$ cat src/hdl/one_wire_request_response_master_core_defines.svh
// Assertion macros for the single-wire request/response master.
// Each macro expects i_clk and i_rst_n in the scope where it is used.
`ifndef ONE_WIRE_REQUEST_RESPONSE_MASTER_CORE_DEFINES_SVH
`define ONE_WIRE_REQUEST_RESPONSE_MASTER_CORE_DEFINES_SVH

`ifndef NO_ASSERTIONS
// Consequent must hold in the same cycle as the antecedent
`define OWRRM_ASSERT_SAME(lbl, ante, cons, msg) \
    lbl: assert property (@(posedge i_clk) disable iff (!i_rst_n) (ante) |-> (cons)) \
        else $error(msg);
// Consequent must hold in the cycle after the antecedent
`define OWRRM_ASSERT_NEXT(lbl, ante, cons, msg) \
    lbl: assert property (@(posedge i_clk) disable iff (!i_rst_n) (ante) |=> (cons)) \
        else $error(msg);
`else
`define OWRRM_ASSERT_SAME(lbl, ante, cons, msg)
`define OWRRM_ASSERT_NEXT(lbl, ante, cons, msg)
`endif

`endif

$ cat src/hdl/owrrm_pkg.sv
package owrrm_pkg;

    // Item kinds
    localparam logic KIND_START = 1'b0;
    localparam logic KIND_TICK  = 1'b1;

    // CRC-8, MSB first
    localparam logic [7:0] CRC_INIT = 8'hAC;
    localparam logic [7:0] CRC_POLY = 8'h07;

    // Request codes used for reply classification
    localparam logic [7:0] REQ_TOUCH = 8'h40;
    localparam logic [7:0] REQ_IDENT = 8'h60;

    // Reply classes
    localparam logic [1:0] CLS_TOUCH = 2'd0;
    localparam logic [1:0] CLS_INFO  = 2'd1;
    localparam logic [1:0] CLS_OTHER = 2'd2;

    // Timing of a session, in ticks
    localparam logic [5:0] START_TICKS = 6'd1;
    localparam logic [5:0] FRAME_BITS  = 6'd16;
    localparam logic [5:0] TURN_TICKS  = 6'd2;
    localparam logic [5:0] REPLY_BITS  = 6'd32;
    localparam logic [5:0] STOP_TICKS  = 6'd2;
    // Reply bits still to come once the CRC byte starts arriving
    localparam logic [5:0] CRC_TAIL    = 6'd8;

    localparam logic [31:0] ERR_AFTER    = 32'd100;
    localparam logic [1:0]  REJECT_LIMIT = 2'd3;

    typedef enum logic [2:0] {
        PH_IDLE      = 3'd0,
        PH_START     = 3'd1,
        PH_REQUEST   = 3'd2,
        PH_WAITING   = 3'd3,
        PH_RESPONSE  = 3'd4,
        PH_STOPPING  = 3'd5
    } t_phase;

    typedef struct packed {
        logic       kind;
        logic [7:0] request_byte;
        logic       line_sample;
    } t_in_item;

    typedef struct packed {
        logic        line_level;
        logic        line_driven;
        logic        busy_res;
        logic        start_taken;
        logic        session_done;
        logic        crc_good;
        logic [23:0] reply_payload;
        logic [1:0]  reply_class;
        logic [31:0] sessions_received;
        logic [31:0] sessions_bad;
    } t_out_item;

    // One message bit into the CRC
    function automatic logic [7:0] crc8_bit(input logic [7:0] crc, input logic b);
        logic fb;
        fb = crc[7] ^ b;
        return {crc[6:0], 1'b0} ^ (fb ? CRC_POLY : 8'h00);
    endfunction

    // One byte into the CRC, eight narrow steps
    function automatic logic [7:0] crc8_byte(input logic [7:0] crc, input logic [7:0] v);
        logic [7:0] c;
        c = crc;
        for (int i = 7; i >= 0; i--) begin
            c = crc8_bit(c, v[i]);
        end
        return c;
    endfunction

endpackage

$ cat src/hdl/one_wire_request_response_master_core.sv
// Single-wire request/response master, one result per item.
// Each item passes through the input register, then the result register.
// Throughput: one item per cycle unless stalled; one more item enters while a result waits.
// Reply CRC is accumulated bit by bit as the reply arrives, so no stage exceeds one byte step.
// Reset (synchronous, active low): idle, counters zero, wire driven high, both stages empty.
`include "one_wire_request_response_master_core_defines.svh"

module one_wire_request_response_master_core (
    input  logic                 i_clk,
    input  logic                 i_rst_n,
    input  logic                 i_in_valid,
    output logic                 o_in_stall,
    input  owrrm_pkg::t_in_item  i_in_data,
    output logic                 o_out_valid,
    input  logic                 i_out_stall,
    output owrrm_pkg::t_out_item o_out_data
);

    logic                 r_in_vld;
    owrrm_pkg::t_in_item  r_in_data;
    logic                 r_out_vld;
    owrrm_pkg::t_out_item r_out_data;
    owrrm_pkg::t_out_item step_result;
    logic                 out_ready;
    logic                 advance;
    logic                 in_take;

    // Pipeline flow control
    assign out_ready  = !r_out_vld || !i_out_stall;
    assign advance    = r_in_vld && out_ready;
    assign o_in_stall = r_in_vld && !out_ready;
    assign in_take    = i_in_valid && !o_in_stall;

    // Input register
    always_ff @(posedge i_clk) begin
        if (!i_rst_n) begin
            r_in_vld <= 1'b0;
        end else if (in_take) begin
            r_in_vld <= 1'b1;
        end else if (advance) begin
            r_in_vld <= 1'b0;
        end
    end

    always_ff @(posedge i_clk) begin
        if (in_take) begin
            r_in_data <= i_in_data;
        end
    end

    owrrm_step u_step (
        .i_clk    (i_clk),
        .i_rst_n  (i_rst_n),
        .i_en     (advance),
        .i_item   (r_in_data),
        .o_result (step_result)
    );

    // Result register
    always_ff @(posedge i_clk) begin
        if (!i_rst_n) begin
            r_out_vld <= 1'b0;
        end else if (out_ready) begin
            r_out_vld <= advance;
        end
    end

    always_ff @(posedge i_clk) begin
        if (advance) begin
            r_out_data <= step_result;
        end
    end

    assign o_out_valid = r_out_vld;
    assign o_out_data  = r_out_data;

    // Checks on result consistency
    `OWRRM_ASSERT_SAME(a_start_drives_low, r_out_vld && r_out_data.start_taken,
        r_out_data.busy_res && r_out_data.line_driven && !r_out_data.line_level,
        "start transfer must drive the wire low and be busy")
    `OWRRM_ASSERT_SAME(a_done_in_stop, r_out_vld && r_out_data.session_done,
        r_out_data.busy_res && r_out_data.line_driven && r_out_data.line_level,
        "session end must leave the wire driven high while stopping")
    `OWRRM_ASSERT_SAME(a_idle_fields_zero, r_out_vld && !r_out_data.session_done,
        !r_out_data.crc_good && r_out_data.reply_payload == 24'd0 &&
        r_out_data.reply_class == owrrm_pkg::CLS_TOUCH,
        "reply fields must be zero outside session end")
    `OWRRM_ASSERT_SAME(a_idle_drives, r_out_vld && !r_out_data.busy_res,
        r_out_data.line_driven,
        "idle master must drive the wire")
    `OWRRM_ASSERT_NEXT(a_advance_fills, advance, r_out_vld,
        "result register must hold a result after a step")

endmodule

$ cat src/hdl/owrrm_step.sv
module owrrm_step (
    input  logic                 i_clk,
    input  logic                 i_rst_n,
    input  logic                 i_en,
    input  owrrm_pkg::t_in_item  i_item,
    output owrrm_pkg::t_out_item o_result
);

    owrrm_pkg::t_phase r_phase, n_phase;
    logic [5:0]  r_ticks, n_ticks, ticks_dec;
    logic [31:0] r_shift, n_shift;
    logic [7:0]  r_pending, n_pending;
    logic [1:0]  r_rejects, n_rejects;
    logic [31:0] r_recv, n_recv;
    logic [31:0] r_err, n_err;
    logic        r_level, n_level;
    logic        r_enable, n_enable;
    // running CRC of the reply, updated bit by bit
    logic [7:0]  r_crc, n_crc;

    logic        go;
    logic        taken, done, good;
    logic [23:0] payload;
    logic [1:0]  cls;

    assign ticks_dec = r_ticks - 6'd1;

    // Next state for one item
    always_comb begin
        n_phase   = r_phase;
        n_ticks   = r_ticks;
        n_shift   = r_shift;
        n_pending = r_pending;
        n_rejects = r_rejects;
        n_recv    = r_recv;
        n_err     = r_err;
        n_level   = r_level;
        n_enable  = r_enable;
        n_crc     = r_crc;
        go        = 1'b0;
        taken     = 1'b0;
        done      = 1'b0;
        good      = 1'b0;
        payload   = 24'd0;
        cls       = owrrm_pkg::CLS_TOUCH;

        if (i_item.kind == owrrm_pkg::KIND_START) begin
            // busy start: count rejects, restart once the limit is reached
            if (r_phase != owrrm_pkg::PH_IDLE && r_rejects != owrrm_pkg::REJECT_LIMIT) begin
                n_rejects = r_rejects + 2'd1;
            end
            go = (r_phase == owrrm_pkg::PH_IDLE) || (n_rejects == owrrm_pkg::REJECT_LIMIT);
            if (go) begin
                n_phase   = owrrm_pkg::PH_START;
                n_shift   = {i_item.request_byte,
                             owrrm_pkg::crc8_byte(owrrm_pkg::CRC_INIT, i_item.request_byte),
                             16'd0};
                n_pending = i_item.request_byte;
                n_ticks   = owrrm_pkg::START_TICKS;
                n_enable  = 1'b1;
                n_level   = 1'b0;
                taken     = 1'b1;
            end
        end else begin
            n_ticks = ticks_dec;
            case (r_phase)
                owrrm_pkg::PH_IDLE: begin
                end
                owrrm_pkg::PH_START: begin
                    if (ticks_dec == 6'd0) begin
                        n_ticks = owrrm_pkg::FRAME_BITS;
                        n_phase = owrrm_pkg::PH_REQUEST;
                    end
                end
                owrrm_pkg::PH_REQUEST: begin
                    n_level = r_shift[31];
                    n_shift = {r_shift[30:0], 1'b0};
                    if (ticks_dec == 6'd0) begin
                        n_ticks = owrrm_pkg::TURN_TICKS;
                        n_phase = owrrm_pkg::PH_WAITING;
                    end
                end
                owrrm_pkg::PH_WAITING: begin
                    if (ticks_dec == 6'd0) begin
                        n_ticks = owrrm_pkg::REPLY_BITS;
                        n_phase = owrrm_pkg::PH_RESPONSE;
                        n_crc   = owrrm_pkg::CRC_INIT;
                    end
                    // release the wire one tick before the reply
                    if (ticks_dec == 6'd1) begin
                        n_enable = 1'b0;
                        n_level  = 1'b1;
                    end
                end
                owrrm_pkg::PH_RESPONSE: begin
                    n_shift = {r_shift[30:0], i_item.line_sample};
                    if (ticks_dec >= owrrm_pkg::CRC_TAIL) begin
                        n_crc = owrrm_pkg::crc8_bit(r_crc, i_item.line_sample);
                    end
                    if (ticks_dec == 6'd0) begin
                        n_ticks  = owrrm_pkg::STOP_TICKS;
                        n_phase  = owrrm_pkg::PH_STOPPING;
                        n_level  = 1'b1;
                        n_enable = 1'b1;
                        n_recv   = r_recv + 32'd1;
                        done     = 1'b1;
                        payload  = n_shift[31:8];
                        good     = (r_crc == n_shift[7:0]);
                        if (!good && n_recv > owrrm_pkg::ERR_AFTER) begin
                            n_err = r_err + 32'd1;
                        end
                        if (r_pending == owrrm_pkg::REQ_TOUCH) begin
                            cls = owrrm_pkg::CLS_TOUCH;
                        end else if (r_pending == owrrm_pkg::REQ_IDENT) begin
                            cls = owrrm_pkg::CLS_INFO;
                        end else begin
                            cls = owrrm_pkg::CLS_OTHER;
                        end
                    end
                end
                owrrm_pkg::PH_STOPPING: begin
                    if (ticks_dec == 6'd0) begin
                        n_phase = owrrm_pkg::PH_IDLE;
                    end
                end
                default: begin
                    n_phase = owrrm_pkg::PH_IDLE;
                end
            endcase
        end
    end

    // Result of this item, taken from the updated state
    always_comb begin
        o_result.line_level        = n_level;
        o_result.line_driven       = n_enable;
        o_result.busy_res          = (n_phase != owrrm_pkg::PH_IDLE);
        o_result.start_taken       = taken;
        o_result.session_done      = done;
        o_result.crc_good          = good;
        o_result.reply_payload     = payload;
        o_result.reply_class       = cls;
        o_result.sessions_received = n_recv;
        o_result.sessions_bad      = n_err;
    end

    // State registers
    always_ff @(posedge i_clk) begin
        if (!i_rst_n) begin
            r_phase   <= owrrm_pkg::PH_IDLE;
            r_ticks   <= 6'd0;
            r_shift   <= 32'd0;
            r_pending <= 8'd0;
            r_rejects <= 2'd0;
            r_recv    <= 32'd0;
            r_err     <= 32'd0;
            r_level   <= 1'b1;
            r_enable  <= 1'b1;
            r_crc     <= owrrm_pkg::CRC_INIT;
        end else if (i_en) begin
            r_phase   <= n_phase;
            r_ticks   <= n_ticks;
            r_shift   <= n_shift;
            r_pending <= n_pending;
            r_rejects <= n_rejects;
            r_recv    <= n_recv;
            r_err     <= n_err;
            r_level   <= n_level;
            r_enable  <= n_enable;
            r_crc     <= n_crc;
        end
    end

endmodule

$ cat config.mk
export PLATFORM = sky130hd
export DESIGN_NAME = one_wire_request_response_master_core
export DESIGN_NICKNAME = d
export VERILOG_FILES = /design/src/hdl/owrrm_pkg.sv /design/src/hdl/one_wire_request_response_master_core.sv /design/src/hdl/owrrm_step.sv
export VERILOG_INCLUDE_DIRS = /design/src /design/src/hdl
export SDC_FILE = /design/constraint.sdc
export NUM_CORES = 1
export LEC_CHECK = 0
export BUFFER_PORTS_ARGS = -buffer_cell sky130_fd_sc_hd__buf_4
export CAP_MARGIN = 20
export CORE_MARGIN = 3
export CORE_UTILIZATION = 62
export CTS_BUF_LIST = sky130_fd_sc_hd__clkbuf_2 sky130_fd_sc_hd__clkbuf_4 sky130_fd_sc_hd__clkbuf_8
export DETAILED_ROUTE_END_ITERATION = 10
export PLACE_DENSITY_LB_ADDON = 0.15
export SYNTH_ARGS = -nofsm -noshare
export SYNTH_HDL_FRONTEND = slang
export SYNTH_SLANG_ARGS = --single-unit
$ cat constraint.sdc
create_clock -name i_clk -period 5.9 [get_ports i_clk]
set_clock_uncertainty 0.05 [all_clocks]
set_input_delay 0.885 -clock i_clk [delete_from_list [all_inputs] [get_ports i_clk]]
set_output_delay 0.885 -clock i_clk [all_outputs]
set_load 0.03 [all_outputs]
After elaboration in Yosys (flattened, before gate mapping)
Index checks and enable logic that the tools add are counted.

storage, ports and cells
  register bits after elaboration = 233
  word-level logic and storage cells = 146
  bits of input ports = 14
  output and inout bits = 98

cells by class
  equality and inequality tests = 14
  bitwise logic cells = 20
  $add $sub $neg = 4
  multiplexer cells = 53
  $lt $le $gt $ge = 2
  reduce and logical (&&, ||, !) cells = 28

operator list
  operator                                                                              count
  32-bit 2-to-1 mux                                                                     9
  32-bit by 1-bit adder with 32-bit output (second input constant)                      2
  32-bit case mux with 2 select lines                                                   1
  8-bit XOR                                                                             8
  3-bit 2-to-1 mux                                                                      16
  32-bit by 7-bit > comparator with 1-bit output (second input constant)                1
  6-bit 2-to-1 mux                                                                      5
  3-bit case mux with 6 select lines                                                    1
  6-bit case mux with 3 select lines                                                    1
  8-bit by 7-bit == test with 1-bit output (second input constant)                      2
  8-bit 2-to-1 mux                                                                      2
  8-bit case mux with 2 select lines                                                    1
  1-bit 2-to-1 mux                                                                      12
  3-bit AND reduction                                                                   3
  8-bit == test                                                                         1
  1-bit XOR                                                                             7
  3-bit by 2-bit == test with 1-bit output (second input constant)                      2
  3-bit == test (second input constant)                                                 2
  6-bit by 1-bit == test with 1-bit output (second input constant)                      1
  6-bit by 4-bit greater-or-equal comparator with 1-bit output (second input constant)  1
  6-bit zero test                                                                       1
  2-bit 2-to-1 mux                                                                      3
  2-bit AND reduction                                                                   3
  2-bit nonzero test                                                                    3
  20 further kinds                                                                      33

Depth between registers and ports, before layout
Gate-level depths: netlist of run 1.

  word-level depth = 23
  gate-level depth with buffers = 13
  mapped depth without buffers = 12

Cells and area by module
From an unflattened synthesis of run 1, not the netlist that was laid out.

unflattened totals
  cells, all modules = 1145
  area, all modules = 11214.5 sq um

by module, submodules not included
  module                                 instances  area an instance (sq um)  cells an instance
  owrrm_step                             1          7947.6                    1031
  one_wire_request_response_master_core  1          3266.9                    114

Worst setup path after synthesis of run 1
No wires, ideal clock.

  path kind = input to register
  from = input port i_out_stall
  to = register u_step.r_err[13]
  data arrival time = 4.813 ns
  cell stages on the path = 7
  library setup time = 0.131 ns
  slack = 0.906 ns
  cells stage by stage = nand2_1 -> nand2_1 -> inv_1 -> clkbuf_1 -> clkbuf_1 -> nand3_1 -> mux2i_1

on the way
  cells in the longest elaborated chain, start to end = 3

ends and longest elaborated chain
  element               line                                         text
  start, declared       one_wire_request_response_master_core.sv:15  input logic i_out_stall,
  1-bit zero test       one_wire_request_response_master_core.sv:29  assign out_ready = !r_out_vld || !i_out_stall;
  1-bit logical OR      one_wire_request_response_master_core.sv:29
  1-bit logical AND     one_wire_request_response_master_core.sv:30  assign advance = r_in_vld && out_ready;
  named net advance     one_wire_request_response_master_core.sv:25  logic advance;
  end signal, assigned  owrrm_step.sv:167                            r_err <= n_err;
  end, declared         owrrm_step.sv:15                             logic [31:0] r_err, n_err;

The timed path passes the listed nets, and every way through them passes these cells.
A chain may end at the register's enable or synchronous reset.

==> flow_metrics.tcl, run 1 <==
set metrics [dict create \
    status "complete, no violations" \
    syn_to_final_growth_pct 13.7 \
    grt_pass1_wl_um 40200 \
    cts_root_buf "clkbuf_8" \
    synth_top_area_share_pct 28.0 \
    cts_made_buffers 38 \
    clock_path_buffers 3 \
    seqCellArea_um2 5730 \
    antenna_found_initial 0 \
    diodes 0 \
    grt-busiest-layer "met2" \
    layoutNonFillerInstCount 1490 \
    ir_drop_mv 0.206 \
    row_count 48 \
    hold_viol_final 0 \
    synth-edff-count 106 \
    met2_usage_pct 38.8 \
    synth_commonest_cells "dfxtp_1 (127), nand2_1 (125), nor2_1 (118)" \
    synth_area_leaders "edfxtp_1 (28%), dfxtp_1 (22%), xnor2_1 (5.8%)" \
    core_area_um2 17700 \
    path_class "reg2reg" \
    critPathMaxFanout 21 \
    power_mw 3.50 \
    synth_area_leader_cell "edfxtp_1" \
    dp.cells 1421 \
    io_pins 112 \
    setup_ws_ps 1980 \
    cp.required_ps 6100 \
    n_fill_cell 1327 \
    fin_crit_ps 3920 \
    drt_iter0_markers 732 \
    crit_path_start_kind "register" \
    syn_inst 1166 \
    period_share_pct 66.5 \
    pre_cts_ws_ps 2050 \
    overflow 0 \
    hold_class "reg2reg" \
    clk_pin_slew_ps 60 \
    grt_usage_pct 24.0 \
    synthFlopType "dfxtp_1" \
    post_cts_buffers 0 \
    crit_path_end_kind "register" \
    max_freq_ghz 0.255 \
    grt_pass1_vias 8144 \
    die_h_um 142 \
    cts.sinks 233 \
    insertion_delay_ps 520 \
    syn_area_um2 11400 \
    wl_um 24500 \
    cts-htree-levels 2 \
    grt_max_degree 55 \
    seq_area_frac_synth_pct 50.3 \
    cp.arrival_ps 4130 \
    setup_viol 0 \
    power.density_nw_per_um2 270 \
    io_buffer_count 111 \
    vias 8716 \
    vias_per_cell 5.85 \
    drc 0 \
    worstMarginPinSlew_ps 1070 \
    avgSynthCellArea_um2 9.77 \
    async_flop_share_pct 0 \
    routedWlPerCell_um 16.5 \
    drtPass1Iterations 5 \
    maxCapViolations 0 \
    die_area_um2 20000 \
    start_util_pct 64.5 \
    die_w_um 142 \
    timing.slew.headroom_pct 28.5 \
    setup-tns-final_ps 0 \
    ys_seq_elements 233 \
    yosysMostFrequentCell "dfxtp_1" \
    gp_congestion 0.925 \
    multi_input_area_um2 5200 \
    ant_nets 0 \
    ys_types 75 \
    nets 1256 \
    gr-usage-met3_pct 3.98 \
    layout-drive-gt1-share_pct 16.8 \
    cts_tree "built" \
    final_max_slew_viol_count 0 \
    met1_usage_pct 33.5 \
    yosysWarnings 0 \
    dp_hpwl_um 15700 \
    rsz0062_at_grt "no" \
    ctsHoldBuffers 0 \
    p_leak_nw 4.71 \
    cts.repair.resized 0 \
    synth_fp_nets 1186 \
]
==> cell usage in the layout (no fill, tap or decap), types with 5 or more instances in the layout <==
cell,n
a211oi_1,15
a21oi_1,52
a31oi_1,5
and2_1,35
and3_1,28
and4_1,5
buf_4,118
clkbuf_4,17
clkbuf_8,43
dfxtp_1,127
edfxtp_1,106
ha_1,6
inv_1,8
mux2i_1,40
nand2_1,125
nand2b_1,26
nand3_1,60
nand4_1,28
nor2_1,118
nor2b_1,6
nor3_1,20
nor4_1,9
o21ai_0,27
o21ai_1,7
o31ai_1,11
or3_1,15
or4_1,8
xnor2_1,76
xor2_1,48
==> worst paths after layout <==
kind | from | endpoint | slack [ps] | cells after the start
setup / recovery | u_step.r_recv[0] | o_out_data[4] | 1980 | 9
hold / removal | u_step.r_shift[9] | u_step.r_shift[9] | 420 | 2
setup reg to reg | u_step.r_recv[0] | o_out_data[4] | 1980 | 9
hold reg to reg | u_step.r_shift[9] | u_step.r_shift[9] | 420 | 2
==> metal layers <==
metal  wire length (um)  up-vias
met1              10900     4160
met5                  0        -
met3               1410       48
met4                465        0
li1                   -     4241
met2              11700      267
==> sequential cells by signal, summed over array words and instances (netlist names), 2 cells and up <==
| signal | flops |
|---|---|
| u_step.r_rejects | 2 |
| u_step.r_ticks | 6 |
| o_out_data | 96 |
| u_step.r_recv | 32 |
| u_step.r_phase | 3 |
| u_step.r_shift | 32 |
| r_in_data | 10 |
| u_step.r_pending | 8 |
| u_step.r_err | 32 |
| u_step.r_crc | 8 |
==> power by group <==
group          switching [mW]  internal, mW  total [mW]
Clock                   0.627         0.864        1.49
Combinational           0.161        0.0829       0.244
Sequential             0.0308          1.73        1.76
Total                   0.819          2.68        3.50
==> final cells by class <==
type                    count  area share (%)
clock buffers              60            5.55
clock inverters             9           0.744
repair buffers            118            6.84
inverters                  11           0.338
multi-input cells         834            40.1
well taps                 225            2.17
flip-flops and latches    233            44.2
==> logic make-up after synthesis <==
family / synth area share, %
adder cells (fa/ha/maj): 0.659
AO/OA/AOI/OAI: 8.20
buffers and inverters: 4.11
AND/OR/NAND/NOR: 23.6
XOR/XNOR: 9.54
multiplexers: 3.61
flip-flops: 50.3
==> critical path, cell delays in order, from the launching register on <==
cell and delay [ps]:
dfxtp_1 540, ha_1 370, and4_1 310, nand3_1 160
o32a_1 360, a2111oi_0 620, and3_4 300, a31o_1 620
nor2_1 140, xor2_1 170
==> per-stage QoR <==
stage	hold slack [ps]	util, %	area, um^2
floorplan	391	-	11400
global placement	404	68.7	12100
detailed placement	406	68.7	12100
CTS	419	73.4	13000
global route	430	73.4	13000
finish	419	73.4	13000
(Power assumes the default switching activity.)
==> run 2: changes to the inputs <==
Settings changed: CORE_UTILIZATION 62 to 56.
Clock period 5.9 ns to 3.5 ns, I/O delays scaled along.
==> flow_metrics.tcl, run 2 (synthesized netlist as in run 1, its figures left out) <==
set metrics [dict create \
    status "complete, no violations" \
    worstMarginPinSlew_ps 986 \
    drc 0 \
    core_area_um2 19700 \
    vias_per_cell 5.51 \
    setup_viol 0 \
    syn_to_final_growth_pct 16.8 \
    critPathMaxFanout 12 \
    clock_path_buffers 3 \
    grt_usage_pct 21.9 \
    power.density_nw_per_um2 450 \
    die_area_um2 22100 \
    hold_class "in2reg" \
    cts_tree "built" \
    layout-drive-gt1-share_pct 18.3 \
    die_h_um 149 \
    ctsHoldBuffers 0 \
    crit_chain "nand3_4 > or2_1 > o41ai_1 > nand4_1 > nor4_2 > a31o_1 > buf_4 > or3_1 > a21oi_1" \
    wl_um 23800 \
    maxCapViolations 0 \
    row_count 51 \
    r2r.worst_path.cells 9 \
    period_share_pct 92.5 \
    overflow 0 \
    final_common_cell "buf_4" \
    cts-htree-levels 2 \
    grt_pass1_wl_um 40400 \
    crit_slowest_cell "dfxtp_1" \
    io_pins 112 \
    grt-busiest-layer "met2" \
    gp_congestion 0.875 \
    grt_max_degree 52 \
    drt_iter0_markers 544 \
    ant_nets 0 \
    start_util_pct 57.8 \
    crit_path_end_kind "register" \
    worst-path-stages 9 \
    p_leak_nw 4.88 \
    grt_pass1_vias 8116 \
    rsz0062_at_grt "no" \
    cts_made_buffers 39 \
    n_fill_cell 1575 \
    drtPass1Iterations 5 \
    setup-tns-final_ps 0 \
    hold_viol_final 0 \
    gr-usage-met3_pct 3.38 \
    met1_usage_pct 31.4 \
    io_buffer_count 111 \
    fin_crit_ps 3240 \
    cp.arrival_ps 3550 \
    cts.sinks 233 \
    layout_common_cells "buf_4 (140), dfxtp_1 (127), nand2_1 (125)" \
    met2_usage_pct 34.4 \
    hold_path_depth 1 \
    vias 8573 \
    max_stage_delay_ps 520 \
    clk_pin_slew_ps 70 \
    nets 1282 \
    power_mw 5.99 \
    largest_reg_flops 96 \
    timing.slew.headroom_pct 34.1 \
    crit_path_start_kind "register" \
    antenna_found_initial 0 \
    post_cts_buffers 0 \
    path_class "reg2reg" \
    die_w_um 149 \
    setup_ws_ps 264 \
    max_freq_ghz 0.309 \
    pre_cts_ws_ps 129 \
    cts_root_buf "clkbuf_8" \
    ir_drop_mv 0.276 \
    final_max_slew_viol_count 0 \
    dp_hpwl_um 15700 \
    diodes 0 \
    crit_family "simple AND/OR/NAND/NOR gates" \
    routedWlPerCell_um 15.3 \
    insertion_delay_ps 530 \
    crit_buf_inv 1 \
    dp.cells 1486 \
    layoutNonFillerInstCount 1557 \
    cp.required_ps 3810 \
]
[run 2: cell count changes in the layout (fill, tap and decap cells not counted), moves of 3 or more]
cell / change
buf_12: +3
clkinv_1: +3
clkbuf_8: +7
buf_4: +22
clkbuf_4: -8
[run 2: cell type report]
type | count | area [um^2] | area share [%]
clock inverter | 12 | 110 | 0.828
multi-input combinational | 834 | 5230 | 39.3
timing repair buffer | 143 | 1110 | 8.35
inverter | 11 | 43.8 | 0.329
clock buffer | 59 | 756 | 5.68
sequential | 233 | 5730 | 43.0
tap | 265 | 332 | 2.49
[run 2: path summary, 6_finish.rpt]
path | slack (ps) | startpoint | to
worst max-delay path | 260 | u_step.r_recv[2] | u_step.r_err[12]
worst max register to register | 260 | u_step.r_recv[2] | u_step.r_err[12]
worst min register to register | 410 | u_step.r_shift[9] | u_step.r_shift[9]
worst min-delay path | 130 | i_in_data[2] | r_in_data[2]
[run 2: power by group]
group | total (mW) | internal (mW) | switching (mW) | leakage, nW
clock | 2.60 | 1.53 | 1.07 | 0.453
sequential | 2.97 | 2.92 | 0.0479 | 1.99
combinational | 0.421 | 0.147 | 0.274 | 2.44
[run 2: metrics by stage]
| step | area, um^2 | hold slack, ps | util (%) |
|---|---|---|---|
| 2_1_floorplan | 11400 | 391 | - |
| 5_1_grt | 13300 | 102 | 67.5 |
| 3_5_place_dp | 12400 | 406 | 62.9 |
| 3_3_place_gp | 12400 | 401 | 62.9 |
| 4_1_cts | 13300 | 92.8 | 67.3 |
| 6_report | 13300 | 129 | 67.5 |
[run 2: worst reg2reg max path, delay by kind of cell, from the launching register on]
kind | cells | cell delay, ps
compound gates | 3 | 980
flops | 1 | 520
buf+inv | 1 | 220
simple gates | 5 | 1310
[run 2: repair_timing]
item                                    CTS  global route
endpoints found under the hold margin     0             0
endpoints found under the setup margin    0            39
gates resized for setup                   0             3
[run 2: metal layers]
layer	wire, um	part of all wire (%)
met2	11100	47
met3	1250	5.2
met5	0	0
met1	11100	47
met4	395	1.7
==> run 3: changes to the inputs <==
Settings changed: CORE_UTILIZATION 56 to 54, CTS_BUF_LIST sky130_fd_sc_hd__clkbuf_2 sky130_fd_sc_hd__clkbuf_4 sky130_fd_sc_hd__clkbuf_8 to sky130_fd_sc_hd__clkbuf_16.
==> flow_metrics.tcl, run 3 (synthesized netlist as in run 1, its figures left out) <==
set metrics [dict create \
    grt_max_degree 85 \
    hp-start "i_in_data[1]" \
    ant_nets 0 \
    hold_class "in2reg" \
    dp_hpwl_um 16500 \
    cp.arrival_ps 3550 \
    critPathMaxFanout 9 \
    row_count 52 \
    seq_power_share_pct 51.5 \
    grt_pass1_wl_um 39900 \
    clk_pin_slew_ps 60 \
    layout_common_cells "buf_4 (141), dfxtp_1 (127), nand2_1 (125)" \
    status "complete, no violations" \
    rr_endpoint "o_out_data[4]" \
    routedWlPerCell_um 15.9 \
    clockPowerShare_pct 41.2 \
    antenna_found_initial 0 \
    cts_root_buf "clkbuf_16" \
    worstMarginPinSlew_ps 831 \
    setup_viol 0 \
    fin_crit_ps 3320 \
    utilization_pct 64.0 \
    grt_usage_pct 21.1 \
    grt_pass1_vias 7982 \
    crit_path_start_kind "register" \
    final_max_slew_viol_count 0 \
    die_h_um 151 \
    period_share_pct 94.8 \
    grt-busiest-layer "met2" \
    dp.cells 1490 \
    path_class "reg2reg" \
    cts_made_buffers 25 \
    nets 1267 \
    diodes 0 \
    r2r.worst_path.cells 10 \
    r2r_slack_ps 180 \
    timing.slew.headroom_pct 44.5 \
    drc 0 \
    ctsHoldBuffers 0 \
    layout-drive-gt1-share_pct 16.0 \
    overflow 0 \
    r2r_start "u_step.r_recv[2]" \
    max_freq_ghz 0.301 \
    p_leak_nw 4.81 \
    post_cts_buffers 0 \
    whs_ps 127 \
    wl_um 24400 \
    hold_path_depth 1 \
    die_w_um 151 \
    rsz0062_at_grt "no" \
    io_pins 112 \
    largest_reg_flops 96 \
    cp-startpoint "u_step.r_recv[2]" \
    syn_to_final_growth_pct 15.2 \
    vias 8597 \
    cp.required_ps 3730 \
    setup-tns-final_ps 0 \
    power.density_nw_per_um2 439 \
    gp_congestion 0.893 \
    core_area_um2 20500 \
    start_util_pct 55.6 \
    gr-usage-met3_pct 3.20 \
    maxCapViolations 0 \
    layoutNonFillerInstCount 1535 \
    hold_viol_final 0 \
    ir_drop_mv 0.278 \
    p_int_mw 4.40 \
    clock_path_buffers 3 \
    drt_iter0_markers 507 \
    min_to "r_in_data[1]" \
    power_frac_comb_pct 7.3 \
    crit_path_end_kind "register" \
    met2_usage_pct 33.8 \
    insertion_delay_ps 530 \
    die_area_um2 22900 \
    drtPass1Iterations 5 \
    p_sw_mw 1.36 \
    vias_per_cell 5.60 \
    netSwitchingFraction_pct 23.7 \
    io_buffer_count 111 \
    setup_ws_ps 181 \
    pre_cts_ws_ps 148 \
    cts.repair.resized 0 \
    final_common_cell "buf_4" \
    met1_usage_pct 30.3 \
    cts_tree "built" \
    cts-htree-levels 1 \
    cts.sinks 233 \
]
-- run 3: cell types whose count changed in the layout (fill, tap and decap cells not counted), moves of 2 or more --
| cell | delta |
|---|---|
| buf_12 | -2 |
| clkbuf_16 | +26 |
| bufinv_16 | -2 |
| clkbuf_4 | -9 |
| inv_2 | +2 |
| clkbuf_8 | -50 |
| inv_1 | +9 |
| clkinv_1 | -2 |
-- run 3: area by class of cell --
class,count,area [um^2]
sequential,233,5730
clock buffer,26,651
clock inverter,19,81.3
tap,270,338
fill,1703,7380
inverter,11,43.8
timing repair buffer,142,1080
multi-input combinational,834,5200
-- run 3: metal layers --
layer	wire (um)	share of wire [%]
met1	11300	46
met2	11400	47
met3	1320	5.4
met4	444	1.8
met5	0	0
-- run 3: through the flow --
stage / instance area, um^2 / power (mW)
6_report: 13100 / 5.77
4_1_cts: 13100 / 5.83
3_5_place_dp: 12400 / 3.45
3_3_place_gp: 12400 / 3.45
2_1_floorplan: 11400 / 3.30
5_1_grt: 13100 / 5.97
-- run 3: worst max path at each step --
stage / slack (ps) / cells after the start / end
finish: 180 / 10 / o_out_data[4]
global route: 20 / 9 / o_out_data[4]
CTS: 110 / 10 / o_out_data[4]
detailed placement: 150 / 10 / o_out_data[4]
global placement: 110 / 10 / o_out_data[4]
floorplan: 430 / 7 / u_step.r_err[13]
-- run 3: critical path, cell delays in order, from the launching register on --
cell and delay (ps):
dfxtp_1 530, and4_1 340, nand3_1 170, o32a_1 380
a2111oi_1 490, buf_4 200, and3_4 200, a31o_1 330
buf_4 190, nor2_1 50, xor2_1 140
-- run 3: power by group through the flow --
stage          Combinational (mW)  Clock [mW]  Sequential, mW
6_report                    0.422        2.37            2.97
4_1_cts                     0.427        2.43            2.97
3_3_place_gp                0.420           0            3.03
2_1_floorplan               0.180           0            3.12
3_5_place_dp                0.426           0            3.03
5_1_grt                     0.458        2.53            2.98
